<file path="src/design/jlrv_fifo.sv">
// ----------------------------------------------------------------------------
// jlrv_fifo
// Small synchronous queue used between the front and back and at the output.
// ----------------------------------------------------------------------------
module jlrv_fifo #(
    parameter int WIDTH = 8,
    parameter int DEPTH = 4
) (
    input  logic             clk,
    input  logic             rst_n,
    input  logic             push,
    input  logic [WIDTH-1:0] din,
    output logic             full,
    input  logic             pop,
    output logic [WIDTH-1:0] dout,
    output logic             empty
);
    localparam int PTR_W = (DEPTH > 1) ? $clog2(DEPTH) : 1;
    localparam int CNT_W = $clog2(DEPTH + 1);

    logic [WIDTH-1:0] mem [DEPTH];
    logic [PTR_W-1:0] wr_reg, wr_next, rd_reg, rd_next;
    logic [CNT_W-1:0] count_reg, count_next;
    logic             do_push, do_pop;

    assign full    = (count_reg == CNT_W'(DEPTH));
    assign empty   = (count_reg == '0);
    assign do_push = push && !full;
    assign do_pop  = pop && !empty;
    assign dout    = mem[rd_reg];

    always_comb
    begin
        wr_next    = wr_reg;
        rd_next    = rd_reg;
        count_next = count_reg;
        if (do_push)
        begin
            wr_next = (wr_reg == PTR_W'(DEPTH - 1)) ? '0 : wr_reg + 1'b1;
        end
        if (do_pop)
        begin
            rd_next = (rd_reg == PTR_W'(DEPTH - 1)) ? '0 : rd_reg + 1'b1;
        end
        if (do_push && !do_pop)
        begin
            count_next = count_reg + 1'b1;
        end
        else if (do_pop && !do_push)
        begin
            count_next = count_reg - 1'b1;
        end
    end

    always_ff @(posedge clk or negedge rst_n)
    begin
        if (!rst_n)
        begin
            wr_reg    <= '0;
            rd_reg    <= '0;
            count_reg <= '0;
        end
        else
        begin
            wr_reg    <= wr_next;
            rd_reg    <= rd_next;
            count_reg <= count_next;
        end
    end

    always_ff @(posedge clk)
    begin
        if (do_push)
        begin
            mem[wr_reg] <= din;
        end
    end

endmodule

</file>
<file path="config.mk">
export PLATFORM = sky130hd
export DESIGN_NAME = jlrv_fifo
export DESIGN_NICKNAME = d
export VERILOG_FILES = /design/src/design/jlrv_fifo.sv
export SDC_FILE = /design/constraint.sdc
export NUM_CORES = 1
export LEC_CHECK = 0
export BUFFER_PORTS_ARGS = -buffer_cell sky130_fd_sc_hd__buf_4
export CORE_UTILIZATION = 60
export DETAILED_ROUTE_END_ITERATION = 7
export PLACE_DENSITY = 0.83
export SYNTH_ARGS = -nofsm -noshare
export SYNTH_HDL_FRONTEND = slang
export SYNTH_SLANG_ARGS = --single-unit
</file>
<file path="constraint.sdc">
create_clock -name clk -period 4.6 [get_ports clk]
set_input_delay 0.46 -clock clk [delete_from_list [all_inputs] [get_ports clk]]
set_output_delay 0.46 -clock clk [all_outputs]
set_load 0.02 [all_outputs]
</file>
-- Word level (Yosys, flattened, before mapping)
Memory sizes are Yosys's and may differ from the RTL's.
Index checks and enable logic that the tools add are counted.
- register bits: 7
- latch bits: 0
- bits in writable memories: 32
- ROM bits: 0
- output and inout bits: 10
- memories: 1
- $add $sub $neg: 4
- multipliers: 0
- divide/modulo/power cells: 0
- order comparisons: 0
- eq/ne operators: 3
- shifts and indexed selects: 0
- muxes and demuxes: 6
- bitwise logic cells: 0
- reduce and logical (&&, ||, !) cells: 10
- memory list (memory ; depth ; width ; rd ports ; clocked after Yosys merged registers in ; wr ports ; line ; source):
    mem ; 4 ; 8 ; 1 ; 0 ; 1 ; 21 ; logic [WIDTH-1:0] mem [DEPTH];
- operators by type and width (cell ; number):
    $mux 3 ; 2
    $add 2x1->2 const B ; 2
    $eq 2x2->1 const B ; 2
    $logic_and 1x1->1 ; 4
    $logic_not 1->1 ; 4
    $mux 2 ; 2
    $add 3x1->3 const B ; 1
    $eq 3x3->1 const B ; 1
    $logic_not 3->1 ; 1
    $sub 3x1->3 const B ; 1
    $mux 1 ; 2
    $reduce_bool 2->1 ; 1

-- Depth between registers and ports, before layout
- depth in word-level cells: 7
- mapped depth: 9

-- Worst setup path after synthesis
OpenSTA, ideal clock, no wires.
- kind: register to register
- start point: reg count_reg[0]
- end point: reg count_reg[2]
- library setup time: 0.079 ns
- data arrival time: 2.234 ns
- path slack: 2.287 ns
- stages on the path, launching flop included: 9
- path buffers: 0
- cell sequence: dfrtp_1 > nor3_1 > nand2b_4 > ha_1 > inv_1 > fa_1 > xor2_1 > nor2_1 > xor2_1
- cells in the longest elaborated chain, start to end: 6
- RTL lines (element ; line ; source):
    start, declared ; 23 ; logic [CNT_W-1:0] count_reg, count_next;
    start signal, assigned ; 67 ; count_reg <= count_next;
    $logic_not 3->1 (*) ; 27 ; assign empty = (count_reg == '0);
    named net empty ; 16 ; output logic empty
    $logic_not 1->1 (*) ; 29 ; assign do_pop = pop && !empty;
    $logic_and 1x1->1 (*) ; 29 ;
    $logic_not 1->1 ; 45 ; if (do_push && !do_pop)
    $logic_and 1x1->1 ; 45 ;
    $mux 3 or $reduce_bool 2->1 (tied branches) ; - ;
Mark *: on every way through the listed nets, which the timed path passes. The rest lies on a longest branch. The select of a mux whose other input is x is not followed.
A chain may end at the register's enable or synchronous reset.

-- Worst setup path after layout
- start point: reg rd_reg[0]
- end point: out dout[4]
- cells in the longest elaborated chain, start to end: 1
- RTL lines (element ; line ; source):
    start, declared ; 22 ; logic [PTR_W-1:0] wr_reg, wr_next, rd_reg, rd_next;
    start signal, assigned ; 66 ; rd_reg <= rd_next;
    $mem_v2 4x8 ; - ;
    end, declared ; 15 ; output logic [WIDTH-1:0] dout,
Every way passes these cells.

==> impl_results.md <==
- Final ANT Viol Nets: 0
- Critical path endpoint category: primary output
- P per Cell Area: 633 nW/um^2
- Port Buf Inserts: 21
- H-Tree Depth: 2
- Hold Crit Class: in2reg
- Worst setup SP type: flop
- CTS root buf: clkbuf_4
- Die Y-Extent: 54.0 um
- Setup TNS: 0 ns
- Post-synthesis net count: 98
- Overflow after GRT: 0
- Die width: 54.0 um
- Setup CP Type: reg2out
- Skew final: 0.0202 ns
- Post-synth top area cell: edfxtp_1
- Final core occ: 73.6%
- Gate Count Post-Synth: 79
- Number of global-route vias before repair: 817
- Post-Place Cells: 127
- Synthesized flop and latch total: 39
- CP Data Required Time: 4.14 ns
- First-pass GRT wire length: 3960 um
- FP Rows: 18
- Clock slew at reported path FFs: approximately 0.12 ns
- CTS tree: done
- Initial antenna violation count: 0
- Gr usage total: 21.6%
- Ports: 22
- Min Tclk post-route: 2.30 ns
- Number of synthesis warnings: 0
- Hold Vio Cnt, Final: 0
- Worst skew pair latency: 0.35 ns
- Max reg flops: 32
- Crit Path Max Fanout: 11
- Area delta synth->final: 14.6%
- Synth top area share: 59.3%
- Worst Max-Slew Pin Slew: 0.586 ns
- Tcrit/Tclk final: 49.9%
- Max-cap violation count: 0
- Place WS: 2.53 ns
- Layout cells sized above 1: a little under half
- Post-route DRC: 0
- Area after DPL: 1800 um^2
- Synth cell types: 19
- Final wirelength: 2440 um
- Via Count: 751
- Initial core utilization: between 60% and 70%
- Nets: 124
- Power Total: 1.18 mW
- Number of buffers on the longest clock path: 2
- RSZ-0062 raised after global routing: false
- Relative slew slack: 60.9%
- Cell Count, Final, Fillers Out: 135
- Initial DRT Pass Iterations: 4
- Hold WS: 0.304 ns
- Full die area: 2910 um^2
- 1st-iter DRT viols: 7
- CP peak stage delay: 0.73 ns
- Cell Area, Synth: ~1600 um^2
- Largest net degree at the start of global routing: 13
- Clock sinks: 39
- Drt wl/cell: between 15 and 20 um
- Buf/Inv on CP: 1
- Syn Area/Cell: 20.5 um^2
- Slowest-stage cell, CP: dfrtp_1
- CP top delay family: flip-flops
- VDD IR-drop max: 0.466 mV
- Leak: 0.706 nW
- Synth area leaders: edfxtp_1, mux4_2, dfrtp_1, ha_1, mux2_2
- Final setup viols: 0
- Sequential area share after synthesis: roughly 70%
- Design Area, Final: approximately 1900 um^2
- Dpl hpwl: 1730 um
- Peak Freq: 436 MHz
- CP arrival: about 1.8 ns
- CP Cell Sequence: mux4_2 -> buf_4
- Num CTS Buffers: 5
- Final RePlAce weighted congestion: 0.648
- N_diodes: 0
- Core Region: 2520 um^2
- Via density: 5.56
- Outcome: complete, no violations
- Final Slew Violations: 0
- Setup ws final: 2.30 ns
[routing by layer]
layer	GRT usage, %	wire [um]	vias up	share of wire [%]
met5	0	0	-	0
met4	7.46	32	0	1.3
met3	8.19	115	3	4.7
met2	32.3	1230	15	51
met1	28.9	1060	382	43
li1	-	-	351	-
[cells in the mapped netlist, drive strengths merged]
master,count
nor3b,1
edfxtp,32
xor2,2
ha,6
xnor2,1
nand2b,1
mux2,5
nor3,1
mux4,8
inv,3
dfrtp,7
nor2b,1
buf,3
nor2,3
and2,4
fa,1
[what timing repair did]
action	CTS	global route
hold endpoints to repair	7	0
hold buffers	1	0
resized for setup	0	0
setup buffers	0	0
[power breakdown]
part / total [mW] / switching (mW) / internal [mW]
combinational: 0.447 / 0.207 / 0.241
clock: 0.164 / 0.107 / 0.0568
sequential: 0.565 / 0.0875 / 0.477
total: 1.18 / 0.401 / 0.775
[cell families after synthesis]
group,synth area share [%]
adders and majority gates,5.87
DFF,70.1
buffers and inverters,1.93
and+or+nand+nor,5.41
muxes,15.1
xor gates and xnor gates,1.62
[cell type report]
cell class / instances / area (um^2)
clock buffer: 5 / 37.5
multi-input combinational: 34 / 453
clock inverter: 2 / 13.8
inverter: 3 / 11.3
fill: 147 / 666
tap: 30 / 37.5
sequential: 39 / 1140
timing repair buffer: 22 / 168
[path summary, 6_finish.rpt]
| path | to | slack (ns) | depth (start not counted) | from |
|---|---|---|---|---|
| hold reg to reg | count_reg[2]$_DFFE_PN0P_ | 0.52 | 1 | count_reg[2]$_DFFE_PN0P_ |
| max in group asynchronous | wr_reg[1]$_DFFE_PN0P_ | 4.01 | 2 | rst_n |
| setup / recovery | dout[4] | 2.30 | 2 | rd_reg[0]$_DFFE_PN0P_ |
| min in group asynchronous | rd_reg[0]$_DFFE_PN0P_ | 0.46 | 2 | rst_n |
| setup reg to reg | count_reg[2]$_DFFE_PN0P_ | 2.51 | 8 | count_reg[1]$_DFFE_PN0P_ |
| hold / removal | mem[2][3]$_DFFE_PP_ | 0.30 | 1 | din[3] |
[placed cells by master, fill, tap and decap left out]
cell type / count
and2_2: 4
buf_4: 21
clkbuf_4: 5
clkinv_2: 1
clkinv_4: 1
dfrtp_1: 7
dlygate4sd3_1: 1
edfxtp_1: 32
fa_1: 1
ha_1: 6
inv_1: 3
mux2_2: 3
mux2_4: 2
mux4_2: 8
nand2b_4: 1
nor2_1: 3
nor2b_2: 1
nor3_1: 1
nor3b_4: 1
xnor2_1: 1
xor2_1: 2
No activity file was read; power rests on OpenSTA's default activity.
