`src/design/jlrv_pkg.sv`:
```
// ----------------------------------------------------------------------------
// jlrv_pkg
// Shared types and constants for the joint-limit repulsion velocity block.
// ----------------------------------------------------------------------------
package jlrv_pkg;

    localparam int IDX_W   = 5;
    localparam int CNT_W   = 7;
    localparam int DATA_W  = 32;
    localparam int DIST_W  = 32;
    localparam int RECIP_W = 33;
    localparam int DIFF_W  = RECIP_W + 1;
    localparam int LO_W    = 17;
    localparam int HI_W    = DIFF_W - LO_W;
    localparam int PROD_W  = DATA_W + DIFF_W;
    localparam int VEL_W   = PROD_W - 16;

    localparam logic CFG_GAIN  = 1'b0;
    localparam logic CFG_COUNT = 1'b1;

    typedef struct packed {
        logic [IDX_W-1:0]         idx;
        logic                     zero;
        logic signed [DATA_W-1:0] vmax;
        logic [DIST_W-1:0]        d_lo;
        logic [DIST_W-1:0]        d_hi;
    } mid_item_t;

    typedef struct packed {
        logic                     valid;
        logic [IDX_W-1:0]         idx;
        logic                     zero;
        logic signed [DATA_W-1:0] vmax;
    } side_t;

    typedef struct packed {
        logic [IDX_W-1:0]         idx;
        logic signed [DATA_W-1:0] vel;
    } out_item_t;

endpackage

```
`src/design/jlrv_front.sv`:
```
// ----------------------------------------------------------------------------
// jlrv_front
// Classify a joint beat and form both floored limit distances.
// ----------------------------------------------------------------------------
module jlrv_front #(
    parameter int MAX_JOINTS = 32
) (
    input  logic [jlrv_pkg::IDX_W-1:0]         joint_index,
    input  logic                               limit_set,
    input  logic signed [jlrv_pkg::DATA_W-1:0] position,
    input  logic signed [jlrv_pkg::DATA_W-1:0] lower_limit,
    input  logic signed [jlrv_pkg::DATA_W-1:0] upper_limit,
    input  logic signed [jlrv_pkg::DATA_W-1:0] vel_limit,
    input  logic signed [jlrv_pkg::DATA_W-1:0] gain,
    input  logic [5:0]                         joint_count,
    output jlrv_pkg::mid_item_t                item
);
    logic [jlrv_pkg::CNT_W-1:0]        active;
    logic signed [jlrv_pkg::DATA_W:0]  dl, dh;

    always_comb
    begin
        if (jlrv_pkg::CNT_W'(joint_count) > jlrv_pkg::CNT_W'(MAX_JOINTS))
        begin
            active = jlrv_pkg::CNT_W'(MAX_JOINTS);
        end
        else
        begin
            active = jlrv_pkg::CNT_W'(joint_count);
        end
        dl = $signed({position[31], position}) - $signed({lower_limit[31], lower_limit});
        dh = $signed({upper_limit[31], upper_limit}) - $signed({position[31], position});
        item.idx  = joint_index;
        item.vmax = vel_limit;
        item.zero = (jlrv_pkg::CNT_W'(joint_index) >= active) || !limit_set
                    || (upper_limit <= lower_limit) || (gain == '0);
        // floor each distance at one LSB
        item.d_lo = (dl <= 0) ? jlrv_pkg::DIST_W'(1) : dl[jlrv_pkg::DIST_W-1:0];
        item.d_hi = (dh <= 0) ? jlrv_pkg::DIST_W'(1) : dh[jlrv_pkg::DIST_W-1:0];
    end

endmodule

```
`config.mk`:
```
export PLATFORM = sky130hd
export DESIGN_NAME = jlrv_front
export DESIGN_NICKNAME = d
export VERILOG_FILES = /design/src/design/jlrv_pkg.sv /design/src/design/jlrv_front.sv
export SDC_FILE = /design/constraint.sdc
export NUM_CORES = 1
export LEC_CHECK = 0
export ABC_AREA = 1
export ABC_CLOCK_PERIOD_IN_PS = 2050
export BUFFER_PORTS_ARGS = -buffer_cell sky130_fd_sc_hd__buf_2
export CAP_MARGIN = 20
export CELL_PAD_IN_SITES_DETAIL_PLACEMENT = 0
export CELL_PAD_IN_SITES_GLOBAL_PLACEMENT = 1
export CORE_MARGIN = 2
export CORE_UTILIZATION = 30
export DETAILED_ROUTE_END_ITERATION = 8
export PLACE_DENSITY_LB_ADDON = 0.1
export SLEW_MARGIN = 20
export SYNTH_ARGS = -nofsm -noshare
export SYNTH_HDL_FRONTEND = slang
export SYNTH_SLANG_ARGS = --single-unit
```
`constraint.sdc`:
```
create_clock -name vclk -period 2.05
set_input_delay 0.1025 -clock vclk [all_inputs]
set_output_delay 0.1025 -clock vclk [all_outputs]
set_load 0.05 [all_outputs]
```
======== After elaboration in Yosys (flattened, before gate mapping) ========
Index checks and enable logic that the tools add are counted.
W data, S select, Z words.
word-level totals
  bits in registers ....................... 0
  output and inout port bits .............. 102
  input port bits ......................... 172
  word-level logic and storage cells ...... 15
operators by class
  reductions and logical operators ........ 5
  add/subtract/negate cells ............... 2
  $lt $le $gt $ge ......................... 5
  multiplexer cells ....................... 3
operator list
  operator               number
  $le A33 B1 Y1 const B  2
  $sub A32 B32 Y33       2
  $mux W32               2
  $le A32 B32 Y1         1
  $logic_not A32 Y1      1
  $ge A5 B7 Y1           1
  $gt A6 B6 Y1 const B   1
  $mux W6                1
  $logic_or A1 B1 Y1     3
  $logic_not A1 Y1       1

======== Logic depth before layout (Yosys ltp) ========
  word-level depth ........................ 6
  mapped depth ............................ 20
  gate-level depth less buffers ........... 19

======== Least setup slack after synthesis ========
No wires, ideal clock.
  path type ............................... input port to output port
  from .................................... input position[0] (netlist bit)
  to ...................................... output item[34] (netlist bit)
  setup slack ............................. -0.571 ns
  path buffers ............................ 1
  data required time ...................... 1.947 ns
  data arrival time ....................... 2.519 ns
  cell stages on the path ................. 19
  cells stage by stage .................... inv_1 -> ha_1 -> fa_1 -> inv_1 -> nand3_1 -> nand2_2 -> nand3_1 -> nand3b_1 -> nand2_1 -> nand2_1 -> nand2_1 -> nand2_1 -> nor2_1 -> nand2_1 -> nor2_1 -> nand3_2 -> nand2_4 -> buf_6 -> nor2_1
RTL lines
  item         RTL line          RTL
  from (decl)  jlrv_front.sv:10  input logic signed [jlrv_pkg::DATA_W-1:0] position,
  to (decl)    jlrv_front.sv:16  output jlrv_pkg::mid_item_t item

==> results by stage <==
Final layout:
- After the last flow step, the layout net total stands at 2267.
- Leaving out fill and tap cells, the most frequent cell in the layout is sky130_fd_sc_hd__nand2_1.
- Summing all non-filler instances in the final layout gives an area of 0.0133 sq mm.
- In the final layout, the share of cells above drive strength 1 is 0.442.
- Excluding fillers, the count of instances in the completed layout stands at 2315.
- In the layout the commonest cells are sky130_fd_sc_hd__nand2_1, sky130_fd_sc_hd__inv_1, sky130_fd_sc_hd__buf_4, sky130_fd_sc_hd__buf_2, sky130_fd_sc_hd__nand2_2.
- The area added between synthesis and finish is 80.5%.
- The design has 0 sequential cells.
- The footprint of the flip-flops and latches is 0 sq um.
- After layout, the clock buffer instance count stands at 0.

Die:
- The initial cell density of the core is 0.304.
- The total core area is 0.0242 sq mm.
- The die outline height is 160 microns.
- In this run the count of I/O pins placed on the die edge is around 270.
- The total die area is 0.0257 sq mm.
- In this run the horizontal extent of the chip is 160 microns.
- The number of rows in the core area is 57.

Yosys:
- In this run, distinct cell masters in the synthesized netlist total 34.
- Of the post-synthesis cell area, the dominant cell type holds 0.271.
- The cell taking the most area after synthesis is sky130_fd_sc_hd__nand2_1.
- After synthesis, the cell types taking the most area are sky130_fd_sc_hd__nand2_1, sky130_fd_sc_hd__inv_1, sky130_fd_sc_hd__ha_1, sky130_fd_sc_hd__nor2_1, sky130_fd_sc_hd__nand3_1.
- Synthesis produced a netlist whose cell count is 1485.
- The count of synthesis-stage warnings from yosys is 0.
- A synthesized cell averages 4.95 sq um.
- The synthesized netlist occupies a cell area of 0.00734 sq mm.
- The post-synth net total is 1760.
- The portion of the post-synthesis area used by sequential elements is 0.

Setup path:
- The worst path arrival time is 2.57 ns.
- The slowest library cell on the worst path is sky130_fd_sc_hd__ha_4.
- The top cell family by delay on the critical path is simple AND/OR/NAND/NOR gates.
- The critical path goes through buf_2 > buf_4 > ha_4 > nand2_2 > inv_2 > nand2_2 > nor3_4 > nand2_2 > nand2_2 > nand2_1 > nand2_1 > nand2_1 > nor2_2 > nand2_1 > nor2_2 > nand3_2 > nand2_4 > buf_12 > buf_12 > nor2_4 > buf_8.
- The worst setup path is launched from a primary input.
- The worst setup path is of the in2out kind.
- The largest stage delay on the critical path is between 0.2 and 0.3 ns.
- Counting both buffers and inverters, the worst setup path holds a total of 6.
- The data required time of the worst path is just under 2 ns.
- Of all nets on the critical path, the largest fanout is 8.
- The critical path capture point type is a primary output.

GRT:
- The initial antenna violation count was 0.
- For this run, the total global-route usage over all layers was measured as 0.230.
- Entering global routing, the biggest net connects 12 pins.
- For this run the aggregate overflow at the end of global routing stands at 0.
- The via count of the first global-routing pass is 9371.
- The global-route wire length before repair is between 40 and 50 mm.

Timing:
- For the final routed database, the setup TNS stands at -36.54 ns.
- In the finished design, the share of the clock period the worst path needs comes to 1.30.
- Setup repair after global routing could not meet its margin everywhere.
- Timing would allow up to between 0.3 and 0.4 GHz.
- The final hold slack is 0.205 ns.
- The hold violation count in the final report is 0.
- Setup violations remaining at the end of the flow were counted as 64.
- The max-slew headroom at the worst pin is 0.763.
- The worst path in the final design needs a cycle of 2.67 ns, including I/O delays and setup.
- The final number of max-transition violations is 0.
- The transition time at the pin with the least slew margin is 0.347 ns.
- Once routing completed, OpenROAD measured the worst setup slack at -0.623 ns.

Route:
- The DRC violation count after routing is 0.
- The violation count after the first detailed-routing iteration is around 470.
- In the final routed layout, each cell accounts on average for between 10 and 15 microns.
- The number of vias after detailed routing is 10200.
- Wires add up to 31.5 mm.
- Using the TritonRoute via totals, the vias-per-cell ratio works out to approximately 4.4.
- The count of nets left with antenna violations once routing finished came out at 0.
- The total iterations of the first detailed-routing run is 5.

Power:
- The power dissipated by switching net loads is 3.26 mW.
- The proportion of power drawn by the clock network is 0.
- In this run the power density over the cells is approximately 440 mW/mm^2.
- The sequential share of power is 0.
- The worst voltage drop across the vdd grid is 0.000296 V.
- The total power draw is roughly 5.8 mW.
- The share of total power consumed by net switching is 0.561.
- The analysis attributes to cell leakage a power of around 7.6 nW.
- The share of total power dissipated in combinational logic is 1.000.
- The internal portion of the total power is ~2.5 mW.

Placement:
- After legalization and detailed placement, the total HPWL measured between 20 and 30 mm.
- The placed cell count is about 2300.
- The total cell area at the placement stage is 0.0114 sq mm.
- The congestion estimate from routability-driven global placement came to 0.949.
- The count of buffers from port buffering is 210.

Outcome:
- The run finished, with violations left.
- The checks that failed: setup timing.

Hold path:
- The path type of the worst min-delay path is in2out.

Clocking:
- For this design, the CTS-stage hold fixing added 0 buffers.

Job:
- Across the run, the number of max-cap violations was 0.
## worst paths after layout
kind                    startpoint        to  slack (ns)  depth (start not counted)
worst max-delay path   position[9]  item[47]       -0.62                         21
worst min-delay path  vel_limit[2]  item[66]        0.21                          0
## cell type report
class	count	area (sq um)
tap	324	405
fill	2513	10900
timing repair buffer	548	4240
inverter	364	1390
multi-input combinational	1078	7220
antenna	1	2.50
## synth_stat cells (all sizes together) (2+ instances only)
cell       n
xnor2      8
and2       3
o21bai     4
nor2     183
nor3      12
a21oi     58
xor2       6
nor4       9
a2111oi    2
buf       43
nand3b    10
nand4     21
ha       101
o21ai     21
nand3     80
nand2    550
a31oi      3
inv      364
fa         2
## repair_timing
action                                  4_1_cts  5_1_grt
endpoints found under the hold margin         0        0
pin swaps                                    42       52
resized for setup                           244      179
buffers inserted                             16        8
cloned                                        3        1
endpoints found under the setup margin       65       65
## metrics by stage
stage,worst slack [ns],utilization
after detailed placement,-0.844,0.470
after global placement,-0.829,0.470
after CTS,-0.594,0.521
after global routing,-0.787,0.548
after floorplan,-0.152,-
final,-0.623,0.548
## routing by layer
metal  track usage  share of wire  up-vias
li1              -              -     5455
met4        0.0356          0.017        0
met5             0              0        -
met1         0.320           0.47     4405
met3        0.0181          0.056       30
met2         0.393           0.46      264
## power groups by stage
stage	combinational (mW)	clock, mW	sequential (mW)
after global routing	6.25	0	0
after global placement	4.80	0	0
after detailed placement	4.83	0	0
after floorplan	3.22	0	0
after CTS	5.56	0	0
final	5.80	0.0000000655	0
## cell families after synthesis
| kind of cell | synth area share |
|---|---|
| buffers and inverters | 0.234 |
| AO/OA/AOI/OAI | 0.0675 |
| AND/OR/NAND/NOR | 0.504 |
| adder cells (fa/ha/maj) | 0.178 |
| XOR/XNOR | 0.0167 |
(Power assumes the default switching activity.)
